[src/hdl/sss_pkg.sv]
// SQL statement splitter package: character codes, whitespace store sizing,
// controller states and the command/status bundles between ctrl and datapath.
// No dependencies.
package sss_pkg;

  // Depth of the trailing whitespace store
  localparam int SPACE_DEPTH = 16;
  localparam int SPACE_CW    = $clog2(SPACE_DEPTH + 1);
  localparam int SPACE_AW    = (SPACE_DEPTH > 1) ? $clog2(SPACE_DEPTH) : 1;

  // Character codes the lexer looks at
  localparam logic [7:0] CH_SEMI   = 8'h3B;
  localparam logic [7:0] CH_NL     = 8'h0A;
  localparam logic [7:0] CH_STAR   = 8'h2A;
  localparam logic [7:0] CH_SLASH  = 8'h2F;
  localparam logic [7:0] CH_DASH   = 8'h2D;
  localparam logic [7:0] CH_QUOTE  = 8'h27;
  localparam logic [7:0] CH_DQUOTE = 8'h22;
  localparam logic [7:0] CH_SPACE  = 8'h20;
  localparam logic [7:0] CH_TAB    = 8'h09;
  localparam logic [7:0] CH_CR     = 8'h0D;

  // Pending lookahead byte, one-hot as in the lookahead flags
  typedef enum logic [3:0] {
    LA_NONE  = 4'b0000,
    LA_DASH  = 4'b0001,
    LA_SLASH = 4'b0010,
    LA_STAR  = 4'b0100,
    LA_QUOTE = 4'b1000
  } la_t;

  // Controller states
  typedef enum logic [1:0] {
    ST_IDLE,
    ST_RUN,
    ST_SPACE
  } state_t;

  // Commands from controller to datapath
  typedef struct packed {
    logic take;        // latch the input item and decode it
    logic push_space;  // absorb the current pushed byte as whitespace
    logic load_held;   // current pushed byte becomes the held byte
    logic emit_held;   // send the held byte
    logic emit_last;   // the held byte being sent ends the statement
    logic emit_space;  // send the oldest stored whitespace byte
    logic finish;      // close the statement
  } cmd_t;

  // Status from datapath to controller
  typedef struct packed {
    logic have_push;     // a pushed byte is still to be handled
    logic push_is_space; // that byte is whitespace
    logic more_after;    // more work follows the current pushed byte
    logic end_pending;   // the item ends a statement
    logic held_valid;    // statement has content held back
    logic flush_zero;    // no whitespace to send before the next held byte
    logic space_last;    // one whitespace byte left to send
    logic out_free;      // output register can take a result
  } status_t;

endpackage

[src/hdl/sss_text_if.sv]
// Input channel of the SQL statement splitter: one text byte per transfer.
// No dependencies.
interface sss_text_if;
  logic       valid;
  logic       ready;
  logic [7:0] text_byte;
  logic       end_of_text;

  modport source (output valid, output text_byte, output end_of_text, input ready);
  modport sink (input valid, input text_byte, input end_of_text, output ready);
endinterface

[src/hdl/sss_stmt_if.sv]
// Output channel of the SQL statement splitter: one statement byte per transfer.
// No dependencies.
interface sss_stmt_if;
  logic       valid;
  logic       ready;
  logic [7:0] stmt_byte;
  logic       stmt_last;
  logic       space_dropped;

  modport source (output valid, output stmt_byte, output stmt_last, output space_dropped,
                  input ready);
  modport sink (input valid, input stmt_byte, input stmt_last, input space_dropped,
                output ready);
endinterface

[src/hdl/sss_ctrl.sv]
// Controller of the SQL statement splitter: sequences the pushes, whitespace
// flushes and statement ends of one item. Depends on sss_pkg.
module sss_ctrl import sss_pkg::*; (
  input  logic    clk,
  input  logic    rst,
  input  logic    in_valid,
  output logic    in_ready,
  output cmd_t    cmd,
  input  status_t st
);

  state_t state, state_next;

  // State register
  always_ff @(posedge clk) begin
    if (rst) begin
      state <= ST_IDLE;
    end else begin
      state <= state_next;
    end
  end

  // Next state
  always_comb begin
    state_next = state;
    unique case (state)
      ST_IDLE: begin
        if (in_valid) state_next = ST_RUN;
      end
      ST_RUN: begin
        if (st.have_push) begin
          if (st.push_is_space || !st.held_valid) begin
            state_next = st.more_after ? ST_RUN : ST_IDLE;
          end else if (st.out_free) begin
            if (st.flush_zero) state_next = st.more_after ? ST_RUN : ST_IDLE;
            else state_next = ST_SPACE;
          end
        end else if (st.end_pending) begin
          if (!st.held_valid || st.out_free) state_next = ST_IDLE;
        end else begin
          state_next = ST_IDLE;
        end
      end
      ST_SPACE: begin
        if (st.out_free && st.space_last) state_next = st.more_after ? ST_RUN : ST_IDLE;
      end
      default: state_next = ST_IDLE;
    endcase
  end

  // Commands
  always_comb begin
    cmd      = '0;
    in_ready = 1'b0;
    unique case (state)
      ST_IDLE: begin
        in_ready = 1'b1;
        cmd.take = in_valid;
      end
      ST_RUN: begin
        if (st.have_push) begin
          if (st.push_is_space) begin
            cmd.push_space = 1'b1;
          end else if (!st.held_valid) begin
            cmd.load_held = 1'b1;
          end else if (st.out_free) begin
            cmd.emit_held = 1'b1;
            cmd.load_held = st.flush_zero;
          end
        end else if (st.end_pending) begin
          if (!st.held_valid) begin
            cmd.finish = 1'b1;
          end else if (st.out_free) begin
            cmd.emit_held = 1'b1;
            cmd.emit_last = 1'b1;
            cmd.finish    = 1'b1;
          end
        end
      end
      ST_SPACE: begin
        if (st.out_free) begin
          cmd.emit_space = 1'b1;
          cmd.load_held  = st.space_last;
        end
      end
      default: ;
    endcase
  end

`ifndef NO_ASSERTIONS
  a_emit_free: assert property (@(posedge clk) disable iff (rst)
    (cmd.emit_held || cmd.emit_space) |-> st.out_free)
    else $error("result sent while output register is occupied");
  a_space_held: assert property (@(posedge clk) disable iff (rst)
    (state == ST_SPACE) |-> st.held_valid)
    else $error("whitespace flush without a held byte");
  a_space_alone: assert property (@(posedge clk) disable iff (rst)
    cmd.push_space |-> !(cmd.emit_held || cmd.load_held || cmd.finish))
    else $error("whitespace absorb combined with another command");
`endif

endmodule

[src/hdl/sss_datapath.sv]
// Datapath of the SQL statement splitter: quote/comment lexer, held byte,
// whitespace store and output register. Depends on sss_pkg and sss_stmt_if.
module sss_datapath import sss_pkg::*; (
  input  logic          clk,
  input  logic          rst,
  input  logic [7:0]    text_byte,
  input  logic          end_of_text,
  input  cmd_t          cmd,
  output status_t       st,
  sss_stmt_if.source    stmt_out
);

  typedef struct packed {
    logic in_single;
    logic in_double;
    logic in_line;
    logic in_block;
    la_t  la;
  } lex_t;

  typedef struct packed {
    logic [1:0] n;
    logic [7:0] b0;
    logic [7:0] b1;
  } push_list_t;

  function automatic push_list_t add_push(push_list_t l, logic [7:0] b);
    push_list_t r;
    r = l;
    if (l.n == 2'd0) begin
      r.b0 = b;
      r.n  = 2'd1;
    end else begin
      r.b1 = b;
      r.n  = 2'd2;
    end
    return r;
  endfunction

  function automatic logic is_space(logic [7:0] c);
    return (c == CH_SPACE) || ((c >= CH_TAB) && (c <= CH_CR));
  endfunction

  lex_t                lex, lex_next;
  push_list_t          pl;
  logic                end_req;
  logic                used;
  logic                trunc_next;

  logic [1:0]          ev_n;
  logic [1:0]          ev_sel;
  logic [7:0]          ev_b0, ev_b1;
  logic                ev_end;
  logic                trunc;
  logic [7:0]          cur_byte;

  logic [7:0]          held_byte;
  logic                held_valid;
  logic [7:0]          spaces [SPACE_DEPTH];
  logic [SPACE_CW-1:0] space_count;
  logic [SPACE_CW-1:0] flush_len;
  logic                overflow_seen;

  logic                out_valid;
  logic                emit;

  // Decode one input byte: settle the pending byte, take the new one, close at end of text
  always_comb begin
    lex_next = lex;
    lex_next.la = LA_NONE;
    used     = 1'b0;
    pl       = '0;
    end_req  = 1'b0;
    case (lex.la)
      LA_DASH: begin
        if (text_byte == CH_DASH) begin
          lex_next.in_line = 1'b1;
          used = 1'b1;
        end else begin
          pl = add_push(pl, CH_DASH);
        end
      end
      LA_SLASH: begin
        if (text_byte == CH_STAR) begin
          lex_next.in_block = 1'b1;
          used = 1'b1;
        end else begin
          pl = add_push(pl, CH_SLASH);
        end
      end
      LA_STAR: begin
        if (text_byte == CH_SLASH) begin
          lex_next.in_block = 1'b0;
          used = 1'b1;
        end
      end
      LA_QUOTE: begin
        if (text_byte == CH_QUOTE) begin
          pl = add_push(pl, CH_QUOTE);
          pl = add_push(pl, CH_QUOTE);
          used = 1'b1;
        end else begin
          lex_next.in_single = 1'b0;
          pl = add_push(pl, CH_QUOTE);
        end
      end
      default: ;
    endcase

    if (!used) begin
      if (lex_next.in_line) begin
        if (text_byte == CH_NL) begin
          lex_next.in_line = 1'b0;
          pl = add_push(pl, text_byte);
        end
      end else if (lex_next.in_block) begin
        if (text_byte == CH_STAR) lex_next.la = LA_STAR;
      end else if (!lex_next.in_single && !lex_next.in_double && text_byte == CH_DASH) begin
        lex_next.la = LA_DASH;
      end else if (!lex_next.in_single && !lex_next.in_double && text_byte == CH_SLASH) begin
        lex_next.la = LA_SLASH;
      end else if (!lex_next.in_single && !lex_next.in_double && text_byte == CH_SEMI) begin
        end_req = 1'b1;
      end else if (text_byte == CH_QUOTE && !lex_next.in_double) begin
        if (lex_next.in_single) begin
          lex_next.la = LA_QUOTE;
        end else begin
          lex_next.in_single = 1'b1;
          pl = add_push(pl, text_byte);
        end
      end else if (text_byte == CH_DQUOTE && !lex_next.in_single) begin
        lex_next.in_double = !lex_next.in_double;
        pl = add_push(pl, text_byte);
      end else begin
        pl = add_push(pl, text_byte);
      end
    end

    // End of text: a lone pending byte settles as plain text, then everything resets
    if (end_of_text) begin
      case (lex_next.la)
        LA_DASH:  pl = add_push(pl, CH_DASH);
        LA_SLASH: pl = add_push(pl, CH_SLASH);
        LA_QUOTE: pl = add_push(pl, CH_QUOTE);
        default: ;
      endcase
      end_req  = 1'b1;
      lex_next = '0;
    end

    // Full run flushed, then two more bytes and the statement end: one byte too many
    trunc_next = end_req && (pl.n == 2'd2) && !is_space(pl.b0) && !is_space(pl.b1) &&
                 held_valid && (space_count == SPACE_CW'(SPACE_DEPTH));
  end

  assign cur_byte  = ev_sel[0] ? ev_b1 : ev_b0;
  // Shorten only the full run that the first push flushes
  assign flush_len = space_count - SPACE_CW'(trunc && (space_count != '0));
  assign emit      = cmd.emit_held | cmd.emit_space;

  // Status toward the controller
  always_comb begin
    st.have_push     = (ev_n == 2'd2 && ev_sel != 2'd2) || (ev_n == 2'd1 && ev_sel == 2'd0);
    st.push_is_space = is_space(cur_byte);
    st.more_after    = (ev_n == 2'd2 && ev_sel == 2'd0) || ev_end;
    st.end_pending   = ev_end;
    st.held_valid    = held_valid;
    st.flush_zero    = (flush_len == '0);
    st.space_last    = (flush_len == SPACE_CW'(1));
    st.out_free      = !out_valid || stmt_out.ready;
  end

  // Control state
  always_ff @(posedge clk) begin
    if (rst) begin
      lex           <= '0;
      ev_sel        <= '0;
      held_valid    <= 1'b0;
      space_count   <= '0;
      overflow_seen <= 1'b0;
      out_valid     <= 1'b0;
    end else begin
      if (cmd.take) begin
        lex    <= lex_next;
        ev_sel <= '0;
      end
      if (cmd.push_space || cmd.load_held) ev_sel <= ev_sel + 2'd1;
      // Absorb whitespace after the held byte; flag overflow beyond the store
      if (cmd.push_space && held_valid) begin
        if (space_count < SPACE_CW'(SPACE_DEPTH)) space_count <= space_count + SPACE_CW'(1);
        else overflow_seen <= 1'b1;
      end
      if (cmd.emit_space && !cmd.load_held) space_count <= space_count - SPACE_CW'(1);
      if (cmd.load_held) begin
        held_valid    <= 1'b1;
        space_count   <= '0;
        overflow_seen <= 1'b0;
      end
      if (cmd.finish) begin
        held_valid    <= 1'b0;
        space_count   <= '0;
        overflow_seen <= 1'b0;
      end
      if (emit) out_valid <= 1'b1;
      else if (stmt_out.ready) out_valid <= 1'b0;
    end
  end

  // Item events, held byte and output payload
  always_ff @(posedge clk) begin
    if (cmd.take) begin
      ev_n   <= pl.n;
      ev_b0  <= pl.b0;
      ev_b1  <= pl.b1;
      ev_end <= end_req;
      trunc  <= trunc_next;
    end
    if (cmd.load_held) held_byte <= cur_byte;
    if (emit) begin
      stmt_out.stmt_byte     <= cmd.emit_space ? spaces[0] : held_byte;
      stmt_out.stmt_last     <= cmd.emit_last;
      stmt_out.space_dropped <= cmd.emit_last ? trunc : (trunc | overflow_seen);
    end
  end

  // Whitespace store: write at the fill count, drain from the front
  always_ff @(posedge clk) begin
    if (cmd.emit_space) begin
      for (int i = 0; i < SPACE_DEPTH - 1; i++) spaces[i] <= spaces[i + 1];
    end else if (cmd.push_space && held_valid && space_count < SPACE_CW'(SPACE_DEPTH)) begin
      spaces[space_count[SPACE_AW-1:0]] <= cur_byte;
    end
  end

  assign stmt_out.valid = out_valid;

`ifndef NO_ASSERTIONS
  a_ovf_full: assert property (@(posedge clk) disable iff (rst)
    $rose(overflow_seen) |-> (space_count == SPACE_CW'(SPACE_DEPTH)))
    else $error("overflow flagged with whitespace store not full");
  a_empty_run: assert property (@(posedge clk) disable iff (rst)
    !held_valid |-> (space_count == '0 && !overflow_seen))
    else $error("whitespace stored without a held byte");
  a_star_block: assert property (@(posedge clk) disable iff (rst)
    (lex.la == LA_STAR) |-> lex.in_block)
    else $error("pending star outside a block comment");
  a_quote_excl: assert property (@(posedge clk) disable iff (rst)
    !(lex.in_single && lex.in_double) &&
    !((lex.in_line || lex.in_block) && (lex.in_single || lex.in_double)))
    else $error("quote and comment modes overlap");
`endif

endmodule

[src/hdl/sql_statement_splitter.sv]
// SQL statement splitter top level: controller plus datapath.
// Depends on sss_pkg, sss_text_if, sss_stmt_if, sss_ctrl and sss_datapath.
//
// text_in carries SQL text one byte per transfer, with end_of_text on the
// final byte. stmt_out carries the statements, trimmed of leading and trailing
// whitespace, comments removed, one byte per transfer with stmt_last on the
// final byte of each. space_dropped marks results whose inner whitespace run
// lost bytes in the store of SPACE_DEPTH entries.
// One item is handled at a time: text_in.ready is high only while idle. After
// the transfer the sequencer works through each pushed byte (zero to two) in
// turn, then any statement end; a push that flushes stored whitespace sends
// those bytes one by one, and each step that sends a result waits while the
// output register is occupied. A result is written into the output register
// in the step that makes it and is valid from the next edge. Throughput is
// set by the single output register that the flush sequencer drains the
// whitespace store through.
// Reset (rst, synchronous) clears the lexer, the held byte and the output
// register; no clearing pass is needed. When stmt_out stalls, the sequencer
// holds and text_in.ready stays low until the current item is finished.
module sql_statement_splitter import sss_pkg::*; (
  input logic         clk,
  input logic         rst,
  sss_text_if.sink    text_in,
  sss_stmt_if.source  stmt_out
);

  cmd_t    cmd;
  status_t st;

  sss_ctrl u_ctrl (
    .clk      (clk),
    .rst      (rst),
    .in_valid (text_in.valid),
    .in_ready (text_in.ready),
    .cmd      (cmd),
    .st       (st)
  );

  sss_datapath u_datapath (
    .clk         (clk),
    .rst         (rst),
    .text_byte   (text_in.text_byte),
    .end_of_text (text_in.end_of_text),
    .cmd         (cmd),
    .st          (st),
    .stmt_out    (stmt_out)
  );

endmodule
[src/flat_wrapper.sv]
// flat-port wrapper written by rule: the top's interface ports become plain ports
module sql_statement_splitter_flat import sss_pkg::*;
  (clk, rst, text_in_valid, text_in_text_byte, text_in_end_of_text, text_in_ready, stmt_out_valid, stmt_out_stmt_byte, stmt_out_stmt_last, stmt_out_space_dropped, stmt_out_ready);
  sss_text_if text_in_i ();
  sss_stmt_if stmt_out_i ();
  input logic clk;
  input logic rst;
  input wire logic [$bits(text_in_i.valid)-1:0] text_in_valid;
  input wire logic [$bits(text_in_i.text_byte)-1:0] text_in_text_byte;
  input wire logic [$bits(text_in_i.end_of_text)-1:0] text_in_end_of_text;
  output wire logic [$bits(text_in_i.ready)-1:0] text_in_ready;
  output wire logic [$bits(stmt_out_i.valid)-1:0] stmt_out_valid;
  output wire logic [$bits(stmt_out_i.stmt_byte)-1:0] stmt_out_stmt_byte;
  output wire logic [$bits(stmt_out_i.stmt_last)-1:0] stmt_out_stmt_last;
  output wire logic [$bits(stmt_out_i.space_dropped)-1:0] stmt_out_space_dropped;
  input wire logic [$bits(stmt_out_i.ready)-1:0] stmt_out_ready;
  assign text_in_i.valid = text_in_valid;
  assign text_in_i.text_byte = text_in_text_byte;
  assign text_in_i.end_of_text = text_in_end_of_text;
  assign text_in_ready = text_in_i.ready;
  assign stmt_out_valid = stmt_out_i.valid;
  assign stmt_out_stmt_byte = stmt_out_i.stmt_byte;
  assign stmt_out_stmt_last = stmt_out_i.stmt_last;
  assign stmt_out_space_dropped = stmt_out_i.space_dropped;
  assign stmt_out_i.ready = stmt_out_ready;
  sql_statement_splitter u_core (.clk(clk), .rst(rst), .text_in(text_in_i), .stmt_out(stmt_out_i));
endmodule
[config.mk]
export PLATFORM = sky130hd
export DESIGN_NAME = sql_statement_splitter_flat
export DESIGN_NICKNAME = d
export VERILOG_FILES = /design/src/hdl/sss_pkg.sv /design/src/hdl/sss_text_if.sv /design/src/hdl/sss_stmt_if.sv /design/src/hdl/sss_ctrl.sv /design/src/hdl/sss_datapath.sv /design/src/hdl/sql_statement_splitter.sv /design/src/flat_wrapper.sv
export SDC_FILE = /design/constraint.sdc
export NUM_CORES = 1
export LEC_CHECK = 0
export BUFFER_PORTS_ARGS = -buffer_cell sky130_fd_sc_hd__buf_2
export CORE_UTILIZATION = 35
export CTS_CLUSTER_SIZE = 10
export DETAILED_ROUTE_END_ITERATION = 6
export SYNTH_ARGS = -nofsm -noshare
export SYNTH_HDL_FRONTEND = slang
export SYNTH_SLANG_ARGS = --single-unit
[constraint.sdc]
create_clock -name clk -period 8.85 [get_ports clk]
set_clock_uncertainty 0.1 [all_clocks]
set_input_delay 1.3275 -clock clk [delete_from_list [all_inputs] [get_ports clk]]
set_output_delay 1.3275 -clock clk [all_outputs]
set_load 0.01 [all_outputs]
==> results.txt, run 1 <==
----------------------------------------------------
[Job]
  Count of maximum capacitance violations ... 0

[Floorplanning]
  Width of the die ... 162.5 um
  Std cell rows ... 58
  Die span in y ... 162.5 um
  Io pins ... 25
  Die area ... 26410 um2
  Effective utilization at floorplan ... 35.71%
  Core area ... 25250 um2

[Power and ir drop]
  Max VDD drop ... 0.1264 mV
  Switching fraction of total power ... 22.28%
  Switching pwr ... 391.0 uW
  Int Power ... 1364 uW
  Overall Power ... 1755 uW
  Ratio of total power to cell area ... 175.1 nW/um2
  Part of the power in registers ... 54.7%
  Leakage Power ... 0.003453 uW
  Portion of total power attributed to the clock network ... 41.5%
  Logic pwr share ... 3.8%

[Clocking]
  Total setup buffers inserted after CTS ... 0
  Hold_buf cts ... 0
  Longest Clk Path Bufs ... 2
  Clock latency reported for the late side of the worst-skew pair ... 430 ps
  TritonCTS clock tree ... built
  Root buf cell ... sky130_fd_sc_hd__clkbuf_16
  Clock transition at the registers of the reported paths ... 70 ps
  CTS H-tree depth ... 4
  Gates resized, CTS repair ... 0
  Clock buffers created by TritonCTS ... 17
  Number of sinks on the clock net ... 186

[Synthesis]
  Fraction of the yosys area taken by sequential cells ... 59.72%
  Proportion of register bits with asynchronous set or reset after synthesis ... 0%
  Mapped Avg Cell Area ... 13.16 um2
  Number of enable-type register cells in the synthesized netlist ... 166
  Number of storage elements in the synthesis netlist ... 186
  Leading cell types by total area after synthesis ... sky130_fd_sc_hd__edfxtp_1 55%, sky130_fd_sc_hd__mux2_2 11%, sky130_fd_sc_hd__dfxtp_1 4.4%, sky130_fd_sc_hd__and2_1 3.5%, sky130_fd_sc_hd__nand2_1 1.9%
  Portion of synthesized cell area occupied by the leading cell type ... 55.28%
  Most used flip-flop cell after synthesis ... sky130_fd_sc_hd__edfxtp_1
  Yosys warns ... 0
  Largest area contributor in the netlist ... sky130_fd_sc_hd__edfxtp_1
  Mapped Area ... 9017 um2
  Mapped Nets ... 711
  Post-synthesis instance total ... 685
  Number of unique standard cell types used by synthesis ... 78

[Cells and area]
  Growth of design area from synthesis to finish ... 11.17%
  Ant. Diodes ... 0
  Layout cells sized above 1 ... 24.41%
  Number of nets in the layout ... 734
  Most common cell after layout, fill and taps aside ... sky130_fd_sc_hd__edfxtp_1
  # fillers ... 2384
  Commonest non-fill, non-tap cells in the layout ... 166 x sky130_fd_sc_hd__edfxtp_1, 88 x sky130_fd_sc_hd__mux2_2, 50 x sky130_fd_sc_hd__and2_1

[Setup path]
  CP Depth ... 17
  Capture instance of the worst register-to-register path ... u_core.u_datapath.space_count[4]
  Top fanout value on the critical path ... 8
  Largest stage delay, worst path ... 590 ps
  Data required time of the critical path ... 9100 ps
  Kind of cell adding the most delay to the critical path ... compound AO/OA/AOI/OAI gates
  Arrival time worst endpoint ... 4780 ps
  Kind of critical path ... flip-flop to flip-flop
  Critical path endpoint category ... flip-flop
  Launch point of the worst path ... u_core.u_datapath.space_count[1]
  Reg-to-Reg Start ... u_core.u_datapath.space_count[1]
  Timing endpoint of the critical path ... u_core.u_datapath.space_count[4]
  CP Cell Sequence ... nor2_1 -> nand2_1 -> o21a_1 -> ha_1 -> nor2b_1 -> xnor2_1 -> a21oi_1 -> o31ai_1 -> nor4b_1 -> o21ai_1 -> nand3_1 -> inv_1 -> ha_1 -> a21o_1 -> a21oi_1 -> xnor2_1 -> a211oi_1
  Crit path buffers/inverters ... 1
  CP max stage cell ... sky130_fd_sc_hd__nor4b_1
  Kind of start point of the critical path ... flip-flop
  R2R depth ... 17
  Flop2flop setup slack ... 4320 ps

[Timing]
  Final critical delay including setup and external delays ... 4535 ps
  Actual transition at the worst max-transition pin ... 992.7 ps
  Normalized max-slew margin ... 32.11%
  Final setup violation count ... 0
  Sum of negative setup slack ... 0 ps
  Number of failing hold endpoints at the final stage ... 0
  Fmax ... 220.5 MHz
  Setup repair after global routing missed its margin ... false
  Part of the cycle the worst path needs ... 51.24%
  Slew Viols, Final ... 0

[Detailed routing]
  # DRC ... 0
  Vias/cell ... 5.169
  WL per Instance ... 16.86 um
  Number of detailed-route iterations in the first pass ... 5
  Routed wire length ... 17720 um
  Vias ... 5433
  Initial DRC count ... 476
  Remaining number of nets flagged by the antenna check after routing ... 0

[Global route]
  Maximum number of pins on one net before global-route repair ... 29
  Overall routing resource usage ... 14.44%
  First-pass GRT wire length ... 29120 um
  Antenna violations before repair ... 0
  Grt ovf ... 0
  Number of global-route vias before repair ... 5371

[Placement]
  HPWL reported at the end of detailed placement ... 12540 um
  Input/output buffers ... 24
  Routability cong. ... 0.8920

[Status]
  Run status ... complete, no violations

[Min path]
  Class of the tightest hold or removal check ... flip-flop to flip-flop

----------------------------------------------------
synth_stat cells (all sizes together), types with 6 or more instances:
cell type / number
a21o: 7
a21oi: 23
and2: 51
and3: 7
clkbuf: 19
dfxtp: 20
edfxtp: 166
ha: 12
inv: 25
mux2: 91
nand2: 51
nand3: 19
nor2: 39
nor2b: 9
nor3: 11
nor4: 9
nor4b: 8
o21a: 6
o21ai: 21
or4b: 6
cells by family (layout without fill, tap and decap cells):
group,after synthesis,after routing,synth area share [%]
buf+inv,49,85,2.192
compound gates,95,95,7.951
xor+xnor,5,5,0.4856
flops,186,186,59.72
simple gates,242,242,15.91
mux,95,95,11.85
fa+ha+maj,13,13,1.887
per-layer routing:
| metal | vias to the layer above | part of all wire (%) | track usage (%) |
|---|---|---|---|
| li1 | 2632 | - | - |
| met1 | 2655 | 47 | 18.66 |
| met2 | 121 | 47 | 23.31 |
| met3 | 25 | 4.7 | 3.896 |
| met4 | 0 | 1.6 | 4.846 |
| met5 | - | 0 | 0 |
sequential cells by signal, indices dropped and copies added (netlist names), 5 cells and up:
register / count
u_core.u_datapath.spaces: 128
u_core.u_datapath.ev_b0: 8
u_core.u_datapath.ev_b1: 8
u_core.u_datapath.held_byte: 8
u_core.u_datapath.lex: 8
u_core.u_datapath.stmt_out.stmt_byte: 8
u_core.u_datapath.space_count: 5
through the flow:
step | cells | hold slack [ps] | utilization (%) | worst slack (ps) | cell area (um2)
floorplan | 685 | 336.7 | - | 4638 | 9017
global placement | 1019 | 359.0 | 37.51 | 4337 | 9473
detailed placement | 1019 | 370.3 | 37.51 | 4282 | 9473
CTS | 1051 | 391.3 | 39.69 | 4268 | 10020
global route | 1051 | 405.1 | 39.69 | 3898 | 10020
finish | 1051 | 380.8 | 39.69 | 4315 | 10020
power groups by stage:
| stage | Clock [uW] | Sequential, uW | Combinational (uW) |
|---|---|---|---|
| 5_1_grt | 778 | 961 | 75.6 |
| 6_report | 728 | 960 | 67.5 |
| 3_3_place_gp | 0 | 979 | 68.1 |
| 4_1_cts | 739 | 960 | 68.4 |
| 3_5_place_dp | 0 | 980 | 67.8 |
| 2_1_floorplan | 0 | 978 | 45.3 |
worst min-delay path by stage:
stage	startpoint	to	depth (start not counted)
after floorplan	u_core.u_datapath.overflow_seen	u_core.u_datapath.overflow_seen	2
after CTS	u_core.u_datapath.overflow_seen	u_core.u_datapath.overflow_seen	2
after global placement	u_core.u_datapath.overflow_seen	u_core.u_datapath.overflow_seen	2
after detailed placement	u_core.u_datapath.overflow_seen	u_core.u_datapath.overflow_seen	2
after global routing	u_core.u_datapath.overflow_seen	u_core.u_datapath.overflow_seen	2
final	u_core.u_datapath.overflow_seen	u_core.u_datapath.overflow_seen	2
tightest hold or removal path: stages, from the launching register on:
cell and delay [ps]:
sky130_fd_sc_hd__dfxtp_1 340, sky130_fd_sc_hd__a21oi_1 40, sky130_fd_sc_hd__nor2_1 70
layout make-up:
class	count	area [um2]	area share, %
Clock buffer	19	432.9	4.319
Sequential cell	186	5385	53.72
Multi-Input combinational cell	450	3435	34.26
Timing Repair Buffer	27	142.6	1.423
Inverter	26	97.59	0.9735
Tap cell	330	412.9	4.119
Clock inverter	13	118.9	1.186
Note: power is estimated with default switching activity, not from simulation.
==> inputs of run 2 (changes only) <==
--- a/config.mk
+++ b/config.mk
@@ -5,6 +5,7 @@
 export SDC_FILE = /design/constraint.sdc
 export NUM_CORES = 1
 export LEC_CHECK = 0
+export ABC_AREA = 1
 export BUFFER_PORTS_ARGS = -buffer_cell sky130_fd_sc_hd__buf_2
 export CORE_UTILIZATION = 35
 export CTS_CLUSTER_SIZE = 10
==> constraint.sdc (replaced) <==
create_clock -name clk -period 3.7 [get_ports clk]
set_clock_uncertainty 0.1 [all_clocks]
set_input_delay 0.555 -clock clk [delete_from_list [all_inputs] [get_ports clk]]
set_output_delay 0.555 -clock clk [all_outputs]
set_load 0.01 [all_outputs]
==> results.txt, run 2 <==
----------------------------------------------------
[Power and ir drop]
  Ratio of total power to cell area ... 607.3 nW/um2
  Leakage Power ... 0.004413 uW
  Switching pwr ... 1985 uW
  Part of the power in registers ... 47.5%
  Switching fraction of total power ... 32.46%
  Portion of total power attributed to the clock network ... 29.8%
  Max VDD drop ... 0.3032 mV
  Int Power ... 4130 uW
  Logic pwr share ... 22.7%

[Cells and area]
  # fillers ... 2380
  Top register by number of flip-flops ... u_core.u_datapath.spaces
  Number of nets in the layout ... 1010
  Layout cells sized above 1 ... 11.63%
  Number of flip-flops in the largest register ... 128
  Cell Count, Final, Fillers Out ... 1321
  Ant. Diodes ... 0
  Growth of design area from synthesis to finish ... 14.92%
  Most common cell after layout, fill and taps aside ... sky130_fd_sc_hd__nand2_1
  Commonest non-fill, non-tap cells in the layout ... 271 x sky130_fd_sc_hd__nand2_1, 166 x sky130_fd_sc_hd__edfxtp_1, 135 x sky130_fd_sc_hd__inv_1

[Synthesis]
  Number of storage elements in the synthesis netlist ... 186
  Fraction of the yosys area taken by sequential cells ... 61.45%
  Number of enable-type register cells in the synthesized netlist ... 166
  Number of unique standard cell types used by synthesis ... 37
  Proportion of register bits with asynchronous set or reset after synthesis ... 0%
  Post-synth top cells ... 273 x sky130_fd_sc_hd__nand2_1, 166 x sky130_fd_sc_hd__edfxtp_1, 137 x sky130_fd_sc_hd__inv_1
  Most used flip-flop cell after synthesis ... sky130_fd_sc_hd__edfxtp_1
  Yosys warns ... 0
  Leading cell types by total area after synthesis ... sky130_fd_sc_hd__edfxtp_1 57%, sky130_fd_sc_hd__nand2_1 12%, sky130_fd_sc_hd__inv_1 5.9%, sky130_fd_sc_hd__dfxtp_1 4.6%, sky130_fd_sc_hd__o21ai_0 3.0%
  Post-synthesis instance total ... 931
  Dominant cell by count in the synthesized netlist ... sky130_fd_sc_hd__nand2_1
  Portion of synthesized cell area occupied by the leading cell type ... 56.88%
  Largest area contributor in the netlist ... sky130_fd_sc_hd__edfxtp_1
  Mapped Area ... 8763 um2
  Mapped Nets ... 957
  Mapped Avg Cell Area ... 9.413 um2

[Job]
  Count of maximum capacitance violations ... 0

[Min path]
  Start point of the worst min-delay path ... rst
  Class of the tightest hold or removal check ... primary input to flip-flop
  Worst Hold Depth ... 2
  Hold EP ... u_core.u_datapath.lex[4]

[Global route]
  Antenna violations before repair ... 0
  Maximum number of pins on one net before global-route repair ... 25
  Grt ovf ... 0
  Overall routing resource usage ... 14.50%
  Number of global-route vias before repair ... 6015
  First-pass GRT wire length ... 29780 um

[Floorplanning]
  Core area ... 24460 um2
  Io pins ... 25
  Std cell rows ... 57
  Die area ... 25680 um2
  Width of the die ... 160.2 um
  Effective utilization at floorplan ... 35.82%
  Die span in y ... 160.2 um

[Clocking]
  TritonCTS clock tree ... built
  Clock latency reported for the late side of the worst-skew pair ... 430 ps
  Clock buffers created by TritonCTS ... 17
  Hold_buf cts ... 0
  Root buf cell ... sky130_fd_sc_hd__clkbuf_16
  Longest Clk Path Bufs ... 2
  Number of sinks on the clock net ... 186
  Clock transition at the registers of the reported paths ... 80 ps
  CTS H-tree depth ... 4

[Setup path]
  Capture instance of the worst register-to-register path ... u_core.u_datapath.space_count[3]
  Flop2flop setup slack ... 330 ps
  R2R depth ... 25
  Data required time of the critical path ... 3940 ps
  Kind of critical path ... flip-flop to flip-flop
  Arrival time worst endpoint ... 3610 ps
  Reg-to-Reg Start ... u_core.u_datapath.space_count[3]
  Critical path endpoint category ... flip-flop
  Top fanout value on the critical path ... 5
  Kind of start point of the critical path ... flip-flop

[Timing]
  Final critical delay including setup and external delays ... 3374 ps
  Fmax ... 296.3 MHz
  Normalized max-slew margin ... 37.77%
  Actual transition at the worst max-transition pin ... 930.1 ps
  Part of the cycle the worst path needs ... 91.20%
  Min Hold Slack ... 348.8 ps
  Slack of the critical path ... 325.6 ps
  Slew Viols, Final ... 0
  Number of failing hold endpoints at the final stage ... 0
  Final setup violation count ... 0

[Detailed routing]
  Remaining number of nets flagged by the antenna check after routing ... 0
  Routed wire length ... 17560 um
  Vias ... 6194
  WL per Instance ... 13.29 um
  Number of detailed-route iterations in the first pass ... 5
  # DRC ... 0
  Vias/cell ... 4.689
  Initial DRC count ... 438

[Placement]
  Post-Place Setup Slack ... 92.31 ps
  HPWL reported at the end of detailed placement ... 13060 um
  Routability cong. ... 0.8852
  Input/output buffers ... 24
  Cell Count Post-Placement ... 1288

[Status]
  Run status ... complete, no violations

----------------------------------------------------
-- run 2: how the worst max path moves through the flow --
stage                                           from                               end  slack [ps]  cells past startpoint
global route        u_core.u_datapath.space_count[0]  u_core.u_datapath.space_count[3]          -3                     26
detailed placement  u_core.u_datapath.space_count[0]  u_core.u_datapath.space_count[3]          90                     24
floorplan           u_core.u_datapath.space_count[2]  u_core.u_datapath.space_count[3]         300                     24
finish              u_core.u_datapath.space_count[3]  u_core.u_datapath.space_count[3]         330                     25
CTS                 u_core.u_datapath.space_count[3]  u_core.u_datapath.space_count[3]          80                     24
global placement    u_core.u_datapath.space_count[3]  u_core.u_datapath.space_count[3]         180                     24
-- run 2: layout make-up --
type	count	area, um2	share of cell area (%)
clock inverter	15	173.9	1.727
sequential	186	5385	53.47
timing repair buffer	60	390.4	3.876
tap	324	405.4	4.025
clock buffer	17	425.4	4.224
inverter	140	525.5	5.218
multi-input combinational	579	2765	27.46
-- run 2: through the flow --
step / area [um2] / utilization [%] / setup TNS (ps) / total power [uW]
after floorplan: 8763 / - / 0 / 3858
after global placement: 9442 / 38.60 / 0 / 4302
after detailed placement: 9442 / 38.60 / 0 / 4319
after CTS: 10040 / 41.05 / 0 / 6134
after global routing: 10070 / 41.17 / -2.767 / 6467
final: 10070 / 41.17 / 0 / 6116
-- run 2: logic make-up (layout without fill, tap and decap cells) --
logic type | count (synthesis) | count (layout) | share of synthesized area, %
adder cells (fa/ha/maj) | 13 | 13 | 1.942
buffers and inverters | 166 | 232 | 7.253
XOR/XNOR | 5 | 5 | 0.4998
flip-flops | 186 | 186 | 61.45
AND/OR/NAND/NOR | 424 | 424 | 20.52
AO/OA/AOI/OAI | 137 | 137 | 8.338
-- run 2: power groups by stage --
| stage | Combinational [uW] | Sequential (uW) | Clock, uW |
|---|---|---|---|
| after floorplan | 910 | 2950 | 0 |
| after global placement | 1350 | 2950 | 0 |
| after detailed placement | 1370 | 2950 | 0 |
| after CTS | 1370 | 2910 | 1850 |
| after global routing | 1590 | 2940 | 1940 |
| final | 1390 | 2900 | 1820 |
-- run 2: layer usage --
| layer | up-vias | share of wire (%) | global-route usage, % |
|---|---|---|---|
| met5 | - | 0 | 0 |
| met4 | 0 | 1.4 | 4.069 |
| met3 | 21 | 2.9 | 2.831 |
| met2 | 99 | 47 | 23.70 |
| met1 | 2875 | 49 | 19.55 |
| li1 | 3199 | - | - |
-- run 2: critical path, cell delays in order (launching register included) --
cell and delay, ps:
sky130_fd_sc_hd__dfxtp_1 360, sky130_fd_sc_hd__inv_2 60, sky130_fd_sc_hd__nand2_1 80, sky130_fd_sc_hd__nor2_1 60
sky130_fd_sc_hd__inv_1 80, sky130_fd_sc_hd__o21ai_1 60, sky130_fd_sc_hd__inv_1 60, sky130_fd_sc_hd__ha_1 160
sky130_fd_sc_hd__ha_1 160, sky130_fd_sc_hd__inv_1 40, sky130_fd_sc_hd__nor2_1 160, sky130_fd_sc_hd__nand2_1 120
sky130_fd_sc_hd__xor2_2 160, sky130_fd_sc_hd__buf_4 130, sky130_fd_sc_hd__nor3_2 170, sky130_fd_sc_hd__nand2_1 80
sky130_fd_sc_hd__nand2_1 80, sky130_fd_sc_hd__nand2_2 70, sky130_fd_sc_hd__nand2_2 120, sky130_fd_sc_hd__inv_2 70
sky130_fd_sc_hd__ha_1 330, sky130_fd_sc_hd__a21oi_1 160, sky130_fd_sc_hd__nand2_1 70, sky130_fd_sc_hd__xor2_1 150
sky130_fd_sc_hd__o21ai_1 140, sky130_fd_sc_hd__nor2_1 50
-- run 2: timing repair --
| item | CTS | global route |
|---|---|---|
| gates resized for setup | 0 | 10 |
| setup buffers | 0 | 1 |
| endpoints found under the setup margin | 0 | 5 |
